**src/hw/rtl/tlnb_pkg.sv**
```systemverilog
// ----------------------------------------------------------------------------
// tlnb_pkg
// Shared types, constants and helpers for the traffic light with night blink.
// ----------------------------------------------------------------------------
package tlnb_pkg;

    // timing constants, in millisecond ticks
    localparam int SECOND_MS   = 1000;
    localparam int DEBOUNCE_MS = 50;

    // field widths
    localparam int DUR_W   = 17;
    localparam int LIGHT_W = 12;
    localparam int CNT_W   = 7;
    localparam int TIME_W  = 32;

    // register file layout
    localparam int APB_AW = 4;
    localparam int APB_DW = 32;

    typedef enum logic [1:0] {
        REG_RED_MS    = 2'd0,
        REG_YELLOW_MS = 2'd1,
        REG_GREEN_MS  = 2'd2,
        REG_DARK_THR  = 2'd3
    } t_reg_idx;

    // register reset values
    localparam logic [DUR_W-1:0]   RESET_RED_MS    = 17'd7000;
    localparam logic [DUR_W-1:0]   RESET_YELLOW_MS = 17'd5000;
    localparam logic [DUR_W-1:0]   RESET_GREEN_MS  = 17'd10000;
    localparam logic [LIGHT_W-1:0] RESET_DARK_THR  = 12'd1000;

    // countdown cap for a two digit display
    localparam logic [CNT_W-1:0] CNT_MAX = 7'd99;

    // reciprocal of one second, scaled by 2^RECIP_SHIFT, rounded down
    localparam int RECIP_SHIFT = 20;
    localparam logic [RECIP_SHIFT:0] RECIP = (RECIP_SHIFT + 1)'((1 << RECIP_SHIFT) / SECOND_MS);
    localparam int PROD_W = DUR_W + RECIP_SHIFT + 1;

    // phase sequencer states
    typedef enum logic [2:0] {
        PH_RED    = 3'b001,
        PH_GREEN  = 3'b010,
        PH_YELLOW = 3'b100
    } t_phase;

    // register values seen by the core, with precomputed countdown reloads
    typedef struct packed {
        logic [DUR_W-1:0]   red_ms;
        logic [DUR_W-1:0]   yellow_ms;
        logic [DUR_W-1:0]   green_ms;
        logic [LIGHT_W-1:0] dark_thr;
        logic [CNT_W-1:0]   red_reload;
        logic [CNT_W-1:0]   yellow_reload;
        logic [CNT_W-1:0]   green_reload;
    } t_cfg;

    // one result item
    typedef struct packed {
        logic             lamp_red;
        logic             lamp_yellow;
        logic             lamp_green;
        logic             indicator_led;
        logic             display_write;
        logic [CNT_W-1:0] display_digits;
        logic             display_clear;
    } t_result;

    // countdown reload: whole seconds minus one, floored at 0, capped at 99
    // the quotient is estimated through the reciprocal and fixed up once
    function automatic logic [CNT_W-1:0] f_reload(input logic [DUR_W-1:0] dur);
        logic [PROD_W-1:0] prod;
        logic [DUR_W-1:0]  q_est;
        logic [DUR_W-1:0]  q_back;
        logic [DUR_W-1:0]  rem;
        logic [DUR_W-1:0]  quot;
        logic [DUR_W-1:0]  qm1;
        prod   = PROD_W'(dur) * PROD_W'(RECIP);
        q_est  = prod[RECIP_SHIFT +: DUR_W];
        q_back = DUR_W'(q_est * DUR_W'(SECOND_MS));
        rem    = dur - q_back;
        quot   = (rem >= DUR_W'(SECOND_MS)) ? q_est + 1'b1 : q_est;
        qm1    = quot - 1'b1;
        if (quot == '0) begin
            return '0;
        end else if (qm1 > DUR_W'(CNT_MAX)) begin
            return CNT_MAX;
        end else begin
            return qm1[CNT_W-1:0];
        end
    endfunction

    localparam logic [CNT_W-1:0] RESET_RED_RELOAD    = f_reload(RESET_RED_MS);
    localparam logic [CNT_W-1:0] RESET_YELLOW_RELOAD = f_reload(RESET_YELLOW_MS);
    localparam logic [CNT_W-1:0] RESET_GREEN_RELOAD  = f_reload(RESET_GREEN_MS);

endpackage

```
**src/hw/rtl/tlnb_cfg.sv**
```systemverilog
// ----------------------------------------------------------------------------
// tlnb_cfg
// APB register file: phase durations, dark threshold and countdown reloads.
// ----------------------------------------------------------------------------
module tlnb_cfg import tlnb_pkg::*; (
    input  logic              i_clk,
    input  logic              i_rst_n,
    input  logic              psel,
    input  logic              penable,
    input  logic              pwrite,
    input  logic [APB_AW-1:0] paddr,
    input  logic [APB_DW-1:0] pwdata,
    output logic [APB_DW-1:0] prdata,
    output logic              pready,
    output t_cfg              o_cfg
);

    t_cfg             r_cfg;
    t_cfg             n_cfg;
    logic             wr_en;
    t_reg_idx         wr_idx;
    t_reg_idx         rd_idx;
    logic [DUR_W-1:0] wr_dur;
    logic [CNT_W-1:0] wr_reload;

    assign pready = 1'b1;
    assign wr_en  = psel && penable && pwrite;
    assign wr_idx = t_reg_idx'(paddr[3:2]);
    assign rd_idx = t_reg_idx'(paddr[3:2]);

    // reload is worked out once, when the duration is written
    assign wr_dur    = pwdata[DUR_W-1:0];
    assign wr_reload = f_reload(wr_dur);

    // register write decode
    always_comb begin
        n_cfg = r_cfg;
        if (wr_en) begin
            case (wr_idx)
                REG_RED_MS: begin
                    n_cfg.red_ms     = wr_dur;
                    n_cfg.red_reload = wr_reload;
                end
                REG_YELLOW_MS: begin
                    n_cfg.yellow_ms     = wr_dur;
                    n_cfg.yellow_reload = wr_reload;
                end
                REG_GREEN_MS: begin
                    n_cfg.green_ms     = wr_dur;
                    n_cfg.green_reload = wr_reload;
                end
                REG_DARK_THR: begin
                    n_cfg.dark_thr = pwdata[LIGHT_W-1:0];
                end
                default: begin
                    n_cfg = r_cfg;
                end
            endcase
        end
    end

    always_ff @(posedge i_clk) begin
        if (!i_rst_n) begin
            r_cfg.red_ms        <= RESET_RED_MS;
            r_cfg.yellow_ms     <= RESET_YELLOW_MS;
            r_cfg.green_ms      <= RESET_GREEN_MS;
            r_cfg.dark_thr      <= RESET_DARK_THR;
            r_cfg.red_reload    <= RESET_RED_RELOAD;
            r_cfg.yellow_reload <= RESET_YELLOW_RELOAD;
            r_cfg.green_reload  <= RESET_GREEN_RELOAD;
        end else begin
            r_cfg <= n_cfg;
        end
    end

    // read mux
    always_comb begin
        case (rd_idx)
            REG_RED_MS:    prdata = APB_DW'(r_cfg.red_ms);
            REG_YELLOW_MS: prdata = APB_DW'(r_cfg.yellow_ms);
            REG_GREEN_MS:  prdata = APB_DW'(r_cfg.green_ms);
            REG_DARK_THR:  prdata = APB_DW'(r_cfg.dark_thr);
            default:       prdata = '0;
        endcase
    end

    assign o_cfg = r_cfg;

endmodule

```
**src/hw/rtl/tlnb_core.sv**
```systemverilog
// ----------------------------------------------------------------------------
// tlnb_core
// Per-tick state update: button debounce, light sense, phase sequencer,
// countdown and night blink.
// ----------------------------------------------------------------------------
module tlnb_core import tlnb_pkg::*; (
    input  logic               i_clk,
    input  logic               i_rst_n,
    input  logic               i_tick,
    input  logic [LIGHT_W-1:0] i_light_level,
    input  logic               i_button_level,
    input  t_cfg               i_cfg,
    output t_result            o_result
);

    localparam logic [TIME_W-1:0] SEC_P = TIME_W'(SECOND_MS);
    localparam logic [TIME_W-1:0] DEB_P = TIME_W'(DEBOUNCE_MS);

    logic [TIME_W-1:0]  r_now,     n_now;
    t_phase             r_phase,   n_phase;
    logic [TIME_W-1:0]  r_ph_st,   n_ph_st;
    logic [TIME_W-1:0]  r_cnt_st,  n_cnt_st;
    logic [CNT_W-1:0]   r_cnt,     n_cnt;
    logic [TIME_W-1:0]  r_sns_st,  n_sns_st;
    logic [LIGHT_W-1:0] r_last_lt, n_last_lt;
    logic               r_night,   n_night;
    logic [TIME_W-1:0]  r_blk_st,  n_blk_st;
    logic               r_blk_lit, n_blk_lit;
    logic               r_yel_nt,  n_yel_nt;
    logic [TIME_W-1:0]  r_btn_st,  n_btn_st;
    logic               r_last_bt, n_last_bt;
    logic               r_disp_on, n_disp_on;

    logic             btn_due;
    logic             sns_due;
    logic             blk_due;
    logic             ph_due;
    logic             cnt_due;
    logic [DUR_W-1:0] ph_dur;
    t_phase           ph_next;
    logic [CNT_W-1:0] ph_reload;
    logic             show;
    logic             clr;
    logic             wr;
    logic [CNT_W-1:0] digits;

    // tick time and timer checks against the new time
    assign n_now   = r_now + 1'b1;
    assign btn_due = (n_now - r_btn_st) >= DEB_P;
    assign sns_due = (n_now - r_sns_st) >= SEC_P;
    assign blk_due = (n_now - r_blk_st) >= SEC_P;
    assign cnt_due = (n_now - r_cnt_st) >= SEC_P;
    assign ph_due  = (n_now - r_ph_st) >= TIME_W'(ph_dur);

    // phase duration and successor
    always_comb begin
        case (r_phase)
            PH_GREEN: begin
                ph_dur    = i_cfg.green_ms;
                ph_next   = PH_YELLOW;
                ph_reload = i_cfg.yellow_reload;
            end
            PH_YELLOW: begin
                ph_dur    = i_cfg.yellow_ms;
                ph_next   = PH_RED;
                ph_reload = i_cfg.red_reload;
            end
            default: begin
                ph_dur    = i_cfg.red_ms;
                ph_next   = PH_GREEN;
                ph_reload = i_cfg.green_reload;
            end
        endcase
    end

    // next state for one tick
    always_comb begin
        n_phase   = r_phase;
        n_ph_st   = r_ph_st;
        n_cnt_st  = r_cnt_st;
        n_cnt     = r_cnt;
        n_sns_st  = r_sns_st;
        n_last_lt = r_last_lt;
        n_night   = r_night;
        n_blk_st  = r_blk_st;
        n_blk_lit = r_blk_lit;
        n_yel_nt  = r_yel_nt;
        n_btn_st  = r_btn_st;
        n_last_bt = r_last_bt;
        n_disp_on = r_disp_on;
        clr       = 1'b0;
        wr        = 1'b0;
        digits    = '0;
        show      = 1'b0;

        // button sampled each debounce period, falling edge toggles display
        if (btn_due) begin
            n_btn_st = n_now;
            if (i_button_level != r_last_bt) begin
                if (!i_button_level) begin
                    clr       = r_disp_on;
                    n_disp_on = !r_disp_on;
                end
                n_last_bt = i_button_level;
            end
        end

        // light sampled once a second, a change selects day or night
        if (sns_due) begin
            n_sns_st = n_now;
            if (i_light_level != r_last_lt) begin
                if (i_light_level < i_cfg.dark_thr) begin
                    if (!r_night) begin
                        n_night  = 1'b1;
                        n_yel_nt = 1'b0;
                        clr      = 1'b1;
                    end
                end else begin
                    n_night = 1'b0;
                end
                n_last_lt = i_light_level;
            end
        end

        if (n_night) begin
            // night blink on yellow
            if (blk_due) begin
                n_blk_st  = n_now;
                n_yel_nt  = !r_blk_lit;
                n_blk_lit = !r_blk_lit;
            end
        end else begin
            // phase sequencing and seconds countdown
            if (ph_due) begin
                n_ph_st  = n_now;
                n_phase  = ph_next;
                n_cnt    = ph_reload;
                n_cnt_st = n_now;
                show     = 1'b1;
            end else if (cnt_due) begin
                n_cnt_st = n_now;
                show     = 1'b1;
            end
            if (show) begin
                if (n_disp_on) begin
                    wr     = 1'b1;
                    digits = n_cnt;
                end
                if (n_cnt != '0) begin
                    n_cnt = n_cnt - 1'b1;
                end
            end
        end
    end

    // result of this tick
    always_comb begin
        o_result.lamp_red       = !n_night && (n_phase != PH_GREEN) && (n_phase != PH_YELLOW);
        o_result.lamp_yellow    = n_night ? n_yel_nt : (n_phase == PH_YELLOW);
        o_result.lamp_green     = !n_night && (n_phase == PH_GREEN);
        o_result.indicator_led  = n_disp_on;
        o_result.display_write  = wr;
        o_result.display_digits = digits;
        o_result.display_clear  = clr;
    end

    // state registers, advanced once per accepted tick
    always_ff @(posedge i_clk) begin
        if (!i_rst_n) begin
            r_now     <= '0;
            r_phase   <= PH_RED;
            r_ph_st   <= '0;
            r_cnt_st  <= '0;
            r_cnt     <= RESET_RED_RELOAD;
            r_sns_st  <= '0;
            r_last_lt <= RESET_DARK_THR;
            r_night   <= 1'b0;
            r_blk_st  <= '0;
            r_blk_lit <= 1'b0;
            r_yel_nt  <= 1'b0;
            r_btn_st  <= '0;
            r_last_bt <= 1'b1;
            r_disp_on <= 1'b1;
        end else if (i_tick) begin
            r_now     <= n_now;
            r_phase   <= n_phase;
            r_ph_st   <= n_ph_st;
            r_cnt_st  <= n_cnt_st;
            r_cnt     <= n_cnt;
            r_sns_st  <= n_sns_st;
            r_last_lt <= n_last_lt;
            r_night   <= n_night;
            r_blk_st  <= n_blk_st;
            r_blk_lit <= n_blk_lit;
            r_yel_nt  <= n_yel_nt;
            r_btn_st  <= n_btn_st;
            r_last_bt <= n_last_bt;
            r_disp_on <= n_disp_on;
        end
    end

endmodule

```
**src/hw/rtl/traffic_light_with_night_blink.sv**
```systemverilog
// ----------------------------------------------------------------------------
// traffic_light_with_night_blink
// Red/green/yellow sequencer with seconds countdown and night blink mode.
// ----------------------------------------------------------------------------
// Usage:
//   Input channel (i_valid / o_stall): one transfer per millisecond tick,
//   carrying the light sensor sample and the raw button level.
//   Output channel (o_valid / i_stall): one transfer per tick with the lamp
//   drives, indicator LED and display strobes for that tick.
//   Configuration over APB: red, yellow and green durations in ms at 0x0,
//   0x4, 0x8 and the dark threshold at 0xC; write only while idle.
// Path: an input transfer is held in the input register, then the state
//   update logic writes the result register, which raises o_valid.
// Throughput: 1 tick per cycle unless the output stalls; the state update is a
//   single pass of compare-and-select logic over the timer registers.
// Reset: synchronous, active low. All timers clear, phase is red, countdown
//   is loaded from the red duration, display is enabled, registers take
//   their reset durations and threshold.
// Stall: a stalled result holds in the output register; one more tick is
//   taken into the input register, then o_stall rises until the result
//   drains.
// ----------------------------------------------------------------------------
module traffic_light_with_night_blink import tlnb_pkg::*; (
    input  logic               i_clk,
    input  logic               i_rst_n,
    // tick input channel
    input  logic               i_valid,
    output logic               o_stall,
    input  logic [LIGHT_W-1:0] i_light_level,
    input  logic               i_button_level,
    // result output channel
    output logic               o_valid,
    input  logic               i_stall,
    output logic               o_lamp_red,
    output logic               o_lamp_yellow,
    output logic               o_lamp_green,
    output logic               o_indicator_led,
    output logic               o_display_write,
    output logic [CNT_W-1:0]   o_display_digits,
    output logic               o_display_clear,
    // configuration port
    input  logic               psel,
    input  logic               penable,
    input  logic               pwrite,
    input  logic [APB_AW-1:0]  paddr,
    input  logic [APB_DW-1:0]  pwdata,
    output logic [APB_DW-1:0]  prdata,
    output logic               pready
);

    logic               r_in_valid;
    logic [LIGHT_W-1:0] r_light;
    logic               r_button;
    logic               r_out_valid;
    t_result            r_out;

    logic    in_take;
    logic    out_free;
    logic    tick;
    t_cfg    cfg;
    t_result result;

    // handshake: process when the output register is free or draining
    assign out_free = !r_out_valid || !i_stall;
    assign tick     = r_in_valid && out_free;
    assign o_stall  = r_in_valid && !out_free;
    assign in_take  = i_valid && !o_stall;

    tlnb_cfg u_cfg (
        .i_clk   (i_clk),
        .i_rst_n (i_rst_n),
        .psel    (psel),
        .penable (penable),
        .pwrite  (pwrite),
        .paddr   (paddr),
        .pwdata  (pwdata),
        .prdata  (prdata),
        .pready  (pready),
        .o_cfg   (cfg)
    );

    tlnb_core u_core (
        .i_clk          (i_clk),
        .i_rst_n        (i_rst_n),
        .i_tick         (tick),
        .i_light_level  (r_light),
        .i_button_level (r_button),
        .i_cfg          (cfg),
        .o_result       (result)
    );

    // input register
    always_ff @(posedge i_clk) begin
        if (!i_rst_n) begin
            r_in_valid <= 1'b0;
        end else if (in_take) begin
            r_in_valid <= 1'b1;
        end else if (tick) begin
            r_in_valid <= 1'b0;
        end
    end

    always_ff @(posedge i_clk) begin
        if (in_take) begin
            r_light  <= i_light_level;
            r_button <= i_button_level;
        end
    end

    // result register
    always_ff @(posedge i_clk) begin
        if (!i_rst_n) begin
            r_out_valid <= 1'b0;
        end else if (tick) begin
            r_out_valid <= 1'b1;
        end else if (!i_stall) begin
            r_out_valid <= 1'b0;
        end
    end

    always_ff @(posedge i_clk) begin
        if (tick) begin
            r_out <= result;
        end
    end

    assign o_valid          = r_out_valid;
    assign o_lamp_red       = r_out.lamp_red;
    assign o_lamp_yellow    = r_out.lamp_yellow;
    assign o_lamp_green     = r_out.lamp_green;
    assign o_indicator_led  = r_out.indicator_led;
    assign o_display_write  = r_out.display_write;
    assign o_display_digits = r_out.display_digits;
    assign o_display_clear  = r_out.display_clear;

endmodule

```
**config.mk**
```make
export PLATFORM = sky130hd
export DESIGN_NAME = traffic_light_with_night_blink
export DESIGN_NICKNAME = d
export VERILOG_FILES = /design/src/hw/rtl/tlnb_pkg.sv /design/src/hw/rtl/tlnb_cfg.sv /design/src/hw/rtl/tlnb_core.sv /design/src/hw/rtl/traffic_light_with_night_blink.sv
export SDC_FILE = /design/constraint.sdc
export NUM_CORES = 1
export LEC_CHECK = 0
export ABC_AREA = 1
export BUFFER_PORTS_ARGS = -buffer_cell sky130_fd_sc_hd__buf_2
export CAP_MARGIN = 20
export CORE_MARGIN = 3
export CORE_UTILIZATION = 61
export DETAILED_ROUTE_END_ITERATION = 16
export PLACE_DENSITY = 0.82
export SLEW_MARGIN = 0
export SYNTH_ARGS = -nofsm -noshare
export SYNTH_HDL_FRONTEND = slang
export SYNTH_SLANG_ARGS = --single-unit
```
**constraint.sdc**
```tcl
create_clock -name i_clk -period 22.5 [get_ports i_clk]
set_input_delay 1.125 -clock i_clk [delete_from_list [all_inputs] [get_ports i_clk]]
set_output_delay 1.125 -clock i_clk [all_outputs]
set_load 0.1 [all_outputs]
```
# ---- Word-level counts from Yosys, hierarchy flattened
# Cells that the tools add are included.
dict set report totals {
  regBits 331
  latchBits 0
  ramBits 0
  mem_bits_ro 0
  in_bits 56
  out_inout_bits 48
  wordCells 145
  n_memories 0
}
dict set report op_classes {
  addsub 10
  multipliers 2
  div 0
  order_cmp 8
  n_eq_ne 12
  shifts 0
  n_mux 43
  bitwise_logic 3
  reduce_logical 35
}
# operator n
set ops {}
lappend ops {{$sub A32 B32 Y32} 5}
lappend ops {{$pmux W32 S4} 1}
lappend ops {{$ge A32 B10 Y1 const B} 3}
lappend ops {{$mux W32} 2}
lappend ops {{$mux W7} 6}
lappend ops {{$pmux W17 S2} 1}
lappend ops {{$add A32 B1 Y32 const B} 1}
lappend ops {{$ge A32 B17 Y1} 1}
lappend ops {{$ge A32 B6 Y1 const B} 1}
lappend ops {{$mux W1} 28}
lappend ops {{$mul A17 B8 Y25 const B} 1}
lappend ops {{$ge A17 B10 Y1 const B} 1}
lappend ops {{$gt A17 B7 Y1 const B} 1}
lappend ops {{$logic_not A17 Y1} 1}
lappend ops {{$mux W17} 1}
lappend ops {{$sub A17 B1 Y17 const B} 1}
lappend ops {{$sub A17 B17 Y17} 1}
lappend ops {{$reduce_and A3 Y1} 5}
lappend ops {{$mul A8 B7 Y14 const B} 1}
lappend ops {{$pmux W7 S2} 1}
lappend ops {{$reduce_and A2 Y1} 7}
lappend ops {{$lt A12 B12 Y1} 1}
lappend ops {{$ne A12 B12 Y1} 1}
lappend ops {{$add A8 B1 Y9 const B} 1}
lappend ops {{other kinds (20)} 40}

# ---- Longest topological paths before layout
# Gate-level depths: netlist (run 1).
dict set report depth {
  word_depth 9
  mapped_depth 61
  depth_no_buf 61
}

# ---- Cells and area by module
# From an unflattened synthesis (run 1), not the netlist that was laid out.
dict set report hier_totals {
  hier_cells 4479
  area_unflattened_um2 29263.1
}
# module instances cells_per_inst area_each_um2 seq_area_each_um2
set modules_own_cells {}
lappend modules_own_cells {tlnb_core 1 3390 20832.5 4384.2}
lappend modules_own_cells {tlnb_cfg 1 1050 7554.7 1681.6}
lappend modules_own_cells {traffic_light_with_night_blink 1 39 875.8 820.8}

# ---- Worst setup path after synthesis (run 1)
# No wires, ideal clock.
dict set report synth_timing {
  kind {input port to flip-flop}
  from {input port pwdata[12]}
  to {register u_cfg.r_cfg (netlist bit u_cfg.o_cfg[19])}
  setup_ns 0.130
  arrival_ns 10.062
  setup_slack_ns 12.309
  stages 57
  n_path_buf 0
  cell_sequence {ha_1 > ha_1 > inv_1 > fa_1 > inv_1 > ha_1 > nand2_1 > inv_1 > nand2_1 > nand2_1 > a21oi_2 > nand2_2 > nand2_1 > nand2_1 > a21oi_1 > nor2_1 > xnor2_1 > inv_1 > [... 21 more ...] > nand2_2 > nor2_8 > nand4_4 > nand2_1 > nand2_2 > ha_1 > inv_1 > nor2_2 > nand3_1 > nor2_1 > ha_1 > inv_1 > nor2_1 > nand2_1 > nor2_8 > nand3_1 > nand2_1 > a21oi_1}
}
dict set report synth_via {
  elab_chain_len 9
  elab_cells_between_ends 11
  cone_classes {add/sub (3); mul (2); order compare (2); mux (3); reduce/logical (1)}
}
# item line
set synth_lines {}
lappend synth_lines {{from (decl)} traffic_light_with_night_blink.sv:46} ;# input logic [APB_DW-1:0] pwdata,
lappend synth_lines {{$mul A17 B8 Y25} tlnb_pkg.sv:80} ;# prod = PROD_W'(dur) * PROD_W'(RECIP);
lappend synth_lines {{$mul A8 B7 Y14} tlnb_pkg.sv:82} ;# q_back = DUR_W'(q_est * DUR_W'(SECOND_MS));
lappend synth_lines {{$sub A17 B17 Y17} tlnb_pkg.sv:83} ;# rem = dur - q_back;
lappend synth_lines {{$ge A17 B10 Y1} tlnb_pkg.sv:84} ;# quot = (rem >= DUR_W'(SECOND_MS)) ? q_est + 1'b1 : q_est;
lappend synth_lines {{$mux W17 (*)} tlnb_pkg.sv:84}
lappend synth_lines {{$sub A17 B1 Y17} tlnb_pkg.sv:85} ;# qm1 = quot - 1'b1;
lappend synth_lines {{$gt A17 B7 Y1} tlnb_pkg.sv:88} ;# end else if (qm1 > DUR_W'(CNT_MAX)) begin
lappend synth_lines {{$mux W7} tlnb_pkg.sv:88}
lappend synth_lines {{$mux W7 (*)} tlnb_pkg.sv:86} ;# if (quot == '0) begin
lappend synth_lines {{to (signal assigned)} tlnb_cfg.sv:72} ;# r_cfg <= n_cfg;
lappend synth_lines {{to (decl)} tlnb_cfg.sv:18} ;# t_cfg r_cfg;
# Mark *: on every way between the ends. The rest lies on a longest branch, timed or not.
# A chain may end at the register's enable or synchronous reset.

# ---- Worst setup path after layout (run 1)
dict set report layout_timing {
  from {input port pwdata[10]}
  to {register u_cfg.r_cfg (netlist bit u_cfg.o_cfg[12])}
}
# Same word-level chain as after synthesis.

==> results of run 1 <==
[worst max-delay path, delay by kind of cell]
family          cells  cell delay (ns)
xor+xnor            2             0.93
compound gates      8             1.44
buf+inv            10             1.01
fa+ha+maj          12             4.43
simple gates       26             2.58
[layout make-up]
| class | instances | area share, % |
|---|---|---|
| multi-input combinational | 2795 | 59.5 |
| sequential | 331 | 23.7 |
| inverter | 576 | 7.44 |
| clock buffer | 50 | 3.70 |
| tap | 585 | 2.52 |
| timing repair buffer | 103 | 2.08 |
| clock inverter | 20 | 1.05 |
[where the power goes]
group          switching, uW  internal (uW)  leakage, uW
clock network            268            411     0.000667
registers               15.7            626      0.00274
logic                   2040           1120       0.0106
total                   2330           2160       0.0140
[kinds of logic after synthesis]
kind of cell             synth area share [%]
AO/OA/AOI/OAI                            20.9
XOR/XNOR                                 6.06
adder cells (fa/ha/maj)                  15.7
buffers and inverters                    10.1
flip-flops                               25.7
multiplexers                           0.0373
other                                  0.0280
AND/OR/NAND/NOR                          21.6
[synthesized netlist by cell type (11+ instances only)]
library cell	number	share of area, %
o21a_1	13	0.36
o21bai_1	17	0.48
inv_2	11	0.15
nor2_1	304	4.3
nand2_1	619	8.7
a21o_1	16	0.45
nor3_1	40	0.75
a31oi_1	12	0.28
o21ai_0	314	5.9
clkbuf_1	74	1.0
ha_1	285	13
edfxtp_1	26	2.9
or2_2	14	0.33
xnor2_1	68	2.2
o2111ai_1	14	0.46
fa_1	32	2.4
o211ai_1	19	0.53
dfxtp_1	305	23
nand4_1	45	1.0
nor4_1	14	0.33
buf_2	16	0.30
buf_4	21	0.59
nand3_1	148	2.8
inv_1	562	7.9
a21oi_1	447	8.3
xor2_1	114	3.7
nand2_2	29	0.68
a221oi_1	13	0.42
a211oi_1	38	1.1
nand3_2	12	0.45
o21ai_1	32	0.60
[through the flow]
| stage | util (%) | cell area (sq um) | setup WS, ns | hold slack (ns) | cells |
|---|---|---|---|---|---|
| 2_1_floorplan | - | 26900 | 12.31 | 0.426 | 3818 |
| 3_3_place_gp | 64.0 | 27700 | 10.93 | 0.441 | 4390 |
| 3_5_place_dp | 64.0 | 27700 | 10.80 | 0.453 | 4390 |
| 4_1_cts | 67.2 | 29100 | 11.37 | 0.461 | 4460 |
| 5_1_grt | 67.2 | 29100 | 10.47 | 0.477 | 4460 |
| 6_report | 67.2 | 29100 | 11.38 | 0.460 | 4460 |
[state kept, by name, indices dropped and copies added, names as in the netlist, 3 cells and up]
name and flops:
u_cfg.o_cfg 84, u_core.r_blk_st 32, u_core.r_btn_st 32, u_core.r_cnt_st 32, u_core.r_now 32, u_core.r_ph_st 32, u_core.r_sns_st 32, r_light 12
u_core.r_last_lt 12, o_display_digits 7, u_core.r_cnt 7, u_core.r_phase 3
[layer usage]
metal  track usage (%)  wire length, microns
met1              38.3                 30500
met2              50.4                 31900
met3              3.14                  4670
met4              12.8                  3090
met5                 0                     0
[worst paths after layout]
| kind | from | to | slack (ns) | depth (start not counted) |
|---|---|---|---|---|
| setup / recovery | pwdata[10] | u_cfg.o_cfg[12]$_SDFFE_PN0P_ | 11.38 | 58 |
| hold / removal | u_core.r_cnt_st[29]$_SDFFE_PN0P_ | u_core.r_cnt_st[29]$_SDFFE_PN0P_ | 0.46 | 2 |
| setup reg to reg | u_core.r_now[0]$_SDFFE_PN0P_ | u_core.r_ph_st[10]$_SDFFE_PN0P_ | 14.91 | 29 |
| hold reg to reg | u_core.r_cnt_st[29]$_SDFFE_PN0P_ | u_core.r_cnt_st[29]$_SDFFE_PN0P_ | 0.46 | 2 |
==> impl_results.md, run 1 <==
* Run status: completed
* Clk_lat worst skew at 0.58 ns
* Count of pins over their slew limit at 0
* Max IR drop VDD at 0.776 mV
* Yosys cell types at 73
* Post-CTS Resized at 0
* Slew @ Worst Pin at 1.12 ns
* Core area at 43300 sq um
* Total power at 4480 uW
* Initial Util at 62.0%
* Nets at 4218
* Period utilisation layout at 49.4%
* Die area at 46500 sq um
* Max Root-Sink Buffers at 3
* Syn avg cell area at 7.05 sq um
* Vias in the first global route at 23800
* Seq. cell area at 6890 sq um
* CTS H-tree lvls at 2
* Total number of yosys warnings at 0
* Number of diodes at 0
* Grt ovf at 0
* Worst path max stage delay at 0.71 ns
* RePlAce Congestion at 0.966
* Final wirelength at 70200 microns
* DRC at 0
* # setup viols final at 0
* Slew headroom at 25.2%
* Initial antenna violation count at 1
* Largest net degree at the start of global routing at 161
* Number of flops mapped to enable cells by yosys at 26
* Share of post-route cells with drive strength above 1 at 7.72%
* Clk pin slew, worst setup/hold paths at 0.06 ns
* Hold Crit Class: flop to flop
* Dpl hpwl at 51800 microns
* Max Fanout on Critical Path at 10
* Fillers at 3752
* Most frequent cells in the layout: 619 x nand2_1, 562 x inv_1, 447 x a21oi_1
* Drt pass-1 iters at 8
* RSZ-0062 raised after global routing: no
* Total number of vias at 25400
* Max cap viols at 0
* Clock sink count at 331
* Area Growth Syn to Fin at 8.41%
* Clk root buf: clkbuf_16
* Worst EP required at 22.91 ns
* First-pass GRT wire length at 116000 microns
* Setup TNS at 0 ns
* PwrDens at 154 nW/um^2
* Register area share after synthesis at 25.7%
* Period minus WS final at 11.12 ns
* Leak pwr at 0.0140 uW
* Critical Path Sink Type: flop
* Top FF cell, synth: dfxtp_1
* Multi-input logic area at 17300 sq um
* Crit path top cell by count: nand2_1
* Final Hold Vio Count at 0
* Die X at 216 microns
* Die H at 216 microns
* Synth Instances at 3804
* Setup bufs post-CTS at 0
* CTS Hold Buffers Added at 0
* # port buffers at 70
* FF+latch count, synth at 331
* WL per Instance at 15.7 microns
* CTS tree: yes
* Slowest-stage cell, CP: xnor2_1
* Antenna-violating nets left at 0
* Inserted Clock Buffers at 38
* DR iter-0 viols at 2098
* Commonest non-fill, non-tap cell in the layout: nand2_1
* Element type at the critical path start: input pin
* Synthesized area at 26800 sq um
* Num ports at 104
* Final Skew at 0.0289 ns
* Arrival @ worst endpoint at 11.53 ns
* Async S/R FF share, synth at 0%
* Peak Freq at 0.0899 GHz
* Row count at 76
* Kind of critical path: input pin to flop
* GRT Util Overall at 29.7%
* Vias/cell at 5.70
(Power assumes the default switching activity.)
==> run 2: changes to the inputs <==
- ABC_AREA: 1 -> 0
- clock period: 22.5 -> 11.3 ns (I/O delays scaled with it)
==> run 2 against run 1 <==
Compared with the run above: sequential power increased by 96%; combinational power increased by 130%; critical path depth decreased by 12; non-clock buffer count increased by 75; setup slack got worse by 11 ns.
==> impl_results.md, run 2 <==
* Largest net degree at the start of global routing at 96 (-40%)
* RePlAce Congestion at 0.967 (+0.13%)
* Die X at 220 microns (+2.1%)
* Cell with the most instances after synthesis: nand2_1
* Total number of vias at 26200 (+3.2%)
* Post-place setup slack at -0.000716 ns (-10.81 ns)
* Clk_lat worst skew at 0.57 ns (about the same)
* Die area at 48500 sq um (+4.3%)
* Number of flip-flops in the largest register at 84 (unchanged)
* Number of diodes at 0 (unchanged)
* Peak Freq at 0.0930 GHz
* Drt pass-1 iters at 5 (-3)
* Vias/cell at 6.16 (+8.1%)
* Synthesized area at 28000 sq um (+4.4%)
* Most frequent cells after synthesis: 419 x nand2_1, 332 x inv_1, 305 x dfxtp_1, 285 x ha_1, 280 x a21oi_1
* WL per Instance at 18.8 microns (+20%)
* Final Hold Vio Count at 0 (unchanged)
* Row count at 77 (+1.3%)
* CTS tree: yes
* Most frequent cells in the layout: 418 x nand2_1, 332 x inv_1, 305 x dfxtp_1
* Arrival @ worst endpoint at 11.23 ns (-0.30 ns)
* Clock sink count at 331 (unchanged)
* Period utilisation layout at 95.1%
* Final Skew at 0.0169 ns (-0.0120 ns)
* DRC at 0 (unchanged)
* Worst path max stage delay at 0.69 ns (-0.02 ns)
* Async S/R FF share, synth at 0% (unchanged)
* Area Growth Syn to Fin at 9.44%
* Syn avg cell area at 7.86 sq um (+11%)
* Antenna-violating nets left at 0 (unchanged)
* Worst R2R End: u_core.r_ph_st[15]$_SDFFE_PN0P_
* Element type at the critical path start: input pin
* Met3 usage at 5.33% (+2.2 points)
* Commonest non-fill, non-tap cell in the layout: nand2_1
* CP Depth at 46 (-21%)
* Count of pins over their slew limit at 0 (unchanged)
* # setup viols final at 0 (unchanged)
* Reg2reg start: u_core.r_now[1]$_SDFFE_PN0P_
* Met2 Track Usage GR at 53.7% (+3.3 points)
* Hold Crit Class: input pin to flop
* Core area at 44800 sq um (+3.5%)
* First-pass GRT wire length at 128000 microns (+10%)
* Reg2Reg Depth at 28 (-3.4%)
* Vias in the first global route at 24600 (+3.4%)
* Total number of yosys warnings at 0 (unchanged)
* Nets at 4013 (-4.9%)
* Number of flops mapped to enable cells by yosys at 26 (unchanged)
* Family with the most delay on the worst path: adder cells
* # port buffers at 70 (unchanged)
* Kind of critical path: input pin to flop
* Met1 Use GR at 40.8% (+2.5 points)
* Largest family of logic cells by synthesized area: simple AND/OR/NAND/NOR gates
* Hold depth at 1 (-1)
* Slowest-stage cell, CP: or4b_2
* Leak pwr at 0.0135 uW (-3.8%)
* Critical Path Sink Type: flop
* CTS H-tree lvls at 2 (unchanged)
* Slew @ Worst Pin at 1.04 ns (-0.0769 ns)
* Die H at 220 microns (+2.1%)
* Adder-Cell Fraction of Synth Area at 15.0% (-0.66 points)
* Register area share after synthesis at 24.6% (-1.1 points)
* Synth Instances at 3564 (-6.3%)
* Period minus WS final at 10.75 ns
* Largest area contributor in the netlist: dfxtp_1
* GRT Util Overall at 32.5% (+2.9 points)
* Top cells by area, synth: dfxtp_1 22%, ha_1 13%, nand2_1 5.6%
* CTS Hold Buffers Added at 0 (unchanged)
* Max IR drop VDD at 1.81 mV (+130%)
* Slew headroom at 30.6% (+5.4 points)
* DR iter-0 viols at 2357 (+12%)
* FF+latch count, synth at 331 (unchanged)
* Critical path endpoint: u_cfg.o_cfg[10]$_SDFFE_PN0P_
* Setup bufs post-CTS at 0 (unchanged)
* Post-Synth Simple-Gate Area at 20.5% (-1.0 points)
* Top FF cell, synth: dfxtp_1
* Grt ovf at 0 (unchanged)
* Crit path top cell by count: ha_1
* Max Root-Sink Buffers at 3 (unchanged)
* Share of post-route cells with drive strength above 1 at 8.78% (+1.1 points)
* Setup crit start: pwdata[11]
* Initial antenna violation count at 1 (unchanged)
* Dpl hpwl at 59000 microns (+14%)
* Worst EP required at 11.78 ns (-11.13 ns)
* Global routing's busiest layer: met2
* CP bufs+invs at 6 (-4)
* Max Fanout on Critical Path at 6 (-4)
* Yosys cell types at 94 (+29%)
* Clk pin slew, worst setup/hold paths at 0.06 ns (about the same)
* Post-CTS Resized at 0 (unchanged)
* Max cap viols at 0 (unchanged)
* Clk root buf: clkbuf_16
* Synth Area in Compound Gates at 20.1% (-0.80 points)
* Flop-to-flop setup slack at 2.39 ns (-12.52 ns)
* Run status: completed
* Initial Util at 62.5% (+0.50 points)
* Yosys top cell area share at 21.8% (-0.95 points)
* Inserted Clock Buffers at 38 (unchanged)
* Final wirelength at 80100 microns (+14%)
* Mux share of post-synthesis cell area at 6.71% (+6.7 points)
* Xor/xnor share of the synthesized area at 6.17% (+0.10 points)
* Util after Layout at 68.4% (+1.2 points)
* Worst setup margin at 0.552 ns (-10.83 ns)
* Num ports at 104 (unchanged)
* PwrDens at 319 nW/um^2 (+110%)
-- run 2: cell count changes after synthesis, sizes merged, moves of 36 or more --
cell	before	now
xnor2	68	104
nor2b	0	40
nand2	652	419
nor3	44	144
clkbuf	74	118
a21oi	453	280
nor2	321	229
o21ai	351	157
inv	574	333
a21o	17	63
nand3	163	84
mux2i	1	146
-- run 2: how the worst min path moves through the flow --
stage | startpoint | to | slack [ns]
after global placement | u_core.r_cnt_st[1]$_SDFFE_PN0P_ | u_core.r_cnt_st[1]$_SDFFE_PN0P_ | 0.44
after floorplan | u_cfg.o_cfg[10]$_SDFFE_PN0P_ | u_cfg.o_cfg[10]$_SDFFE_PN0P_ | 0.43
after detailed placement | u_core.r_cnt_st[12]$_SDFFE_PN0P_ | u_core.r_cnt_st[12]$_SDFFE_PN0P_ | 0.45
after CTS | i_light_level[0] | r_light[0]$_DFFE_PP_ | 0.15
final | i_light_level[2] | r_light[2]$_DFFE_PP_ | 0.17
after global routing | i_light_level[0] | r_light[0]$_DFFE_PP_ | 0.16
-- run 2: routing by layer --
layer | part of all wire [%] | vias up
li1 | - | 12800
met1 | 41 | 12200
met2 | 45 | 986
met3 | 7.2 | 259
met4 | 6.2 | 2
met5 | 0.012 | -
-- run 2: report_power, final --
part,total (uW),internal [uW],switching [uW]
Combinational,7270,3010,4260
Sequential,1260,1230,26.8
Clock,1240,715,521
-- run 2: worst reg2reg max path: cells and delay by family (launching register included) --
kind                       cells  cell delay, ns
and+or+nand+nor               16            4.68
AOI/OAI and AO/OA              7            1.76
xor gates and xnor gates       2            0.67
adders and majority gates      2            0.65
muxes                          1            0.59
DFF                            1            0.36
-- run 2: kinds of logic (layout without fill, tap and decap cells) --
group | count (synthesis) | after routing
AO/OA/AOI/OAI | 871 | 871
flip-flops | 331 | 331
XOR/XNOR | 192 | 192
other | 2 | 16
AND/OR/NAND/NOR | 1189 | 1189
buffers and inverters | 491 | 579
multiplexers | 171 | 171
adder cells (fa/ha/maj) | 317 | 317
-- run 2: final cells by class --
type	count	area [sq um]
sequential	331	6890
fill	3689	14200
inverter	335	1260
tap	592	741
multi-input combinational	2756	19300
clock buffer	55	1080
timing repair buffer	178	1200
clock inverter	11	134
-- run 2: per-stage QoR --
step / cells / total power [uW] / TNS (ns) / area (sq um) / hold slack [ns]
floorplan: 3578 / 6330 / 0 / 28100 / 0.432
global placement: 4186 / 8260 / 0 / 29300 / 0.443
detailed placement: 4189 / 8340 / -0.000716 / 29300 / 0.447
CTS: 4255 / 9600 / 0 / 30600 / 0.155
global route: 4258 / 10500 / -0.172 / 30600 / 0.156
finish: 4258 / 9770 / 0 / 30600 / 0.175
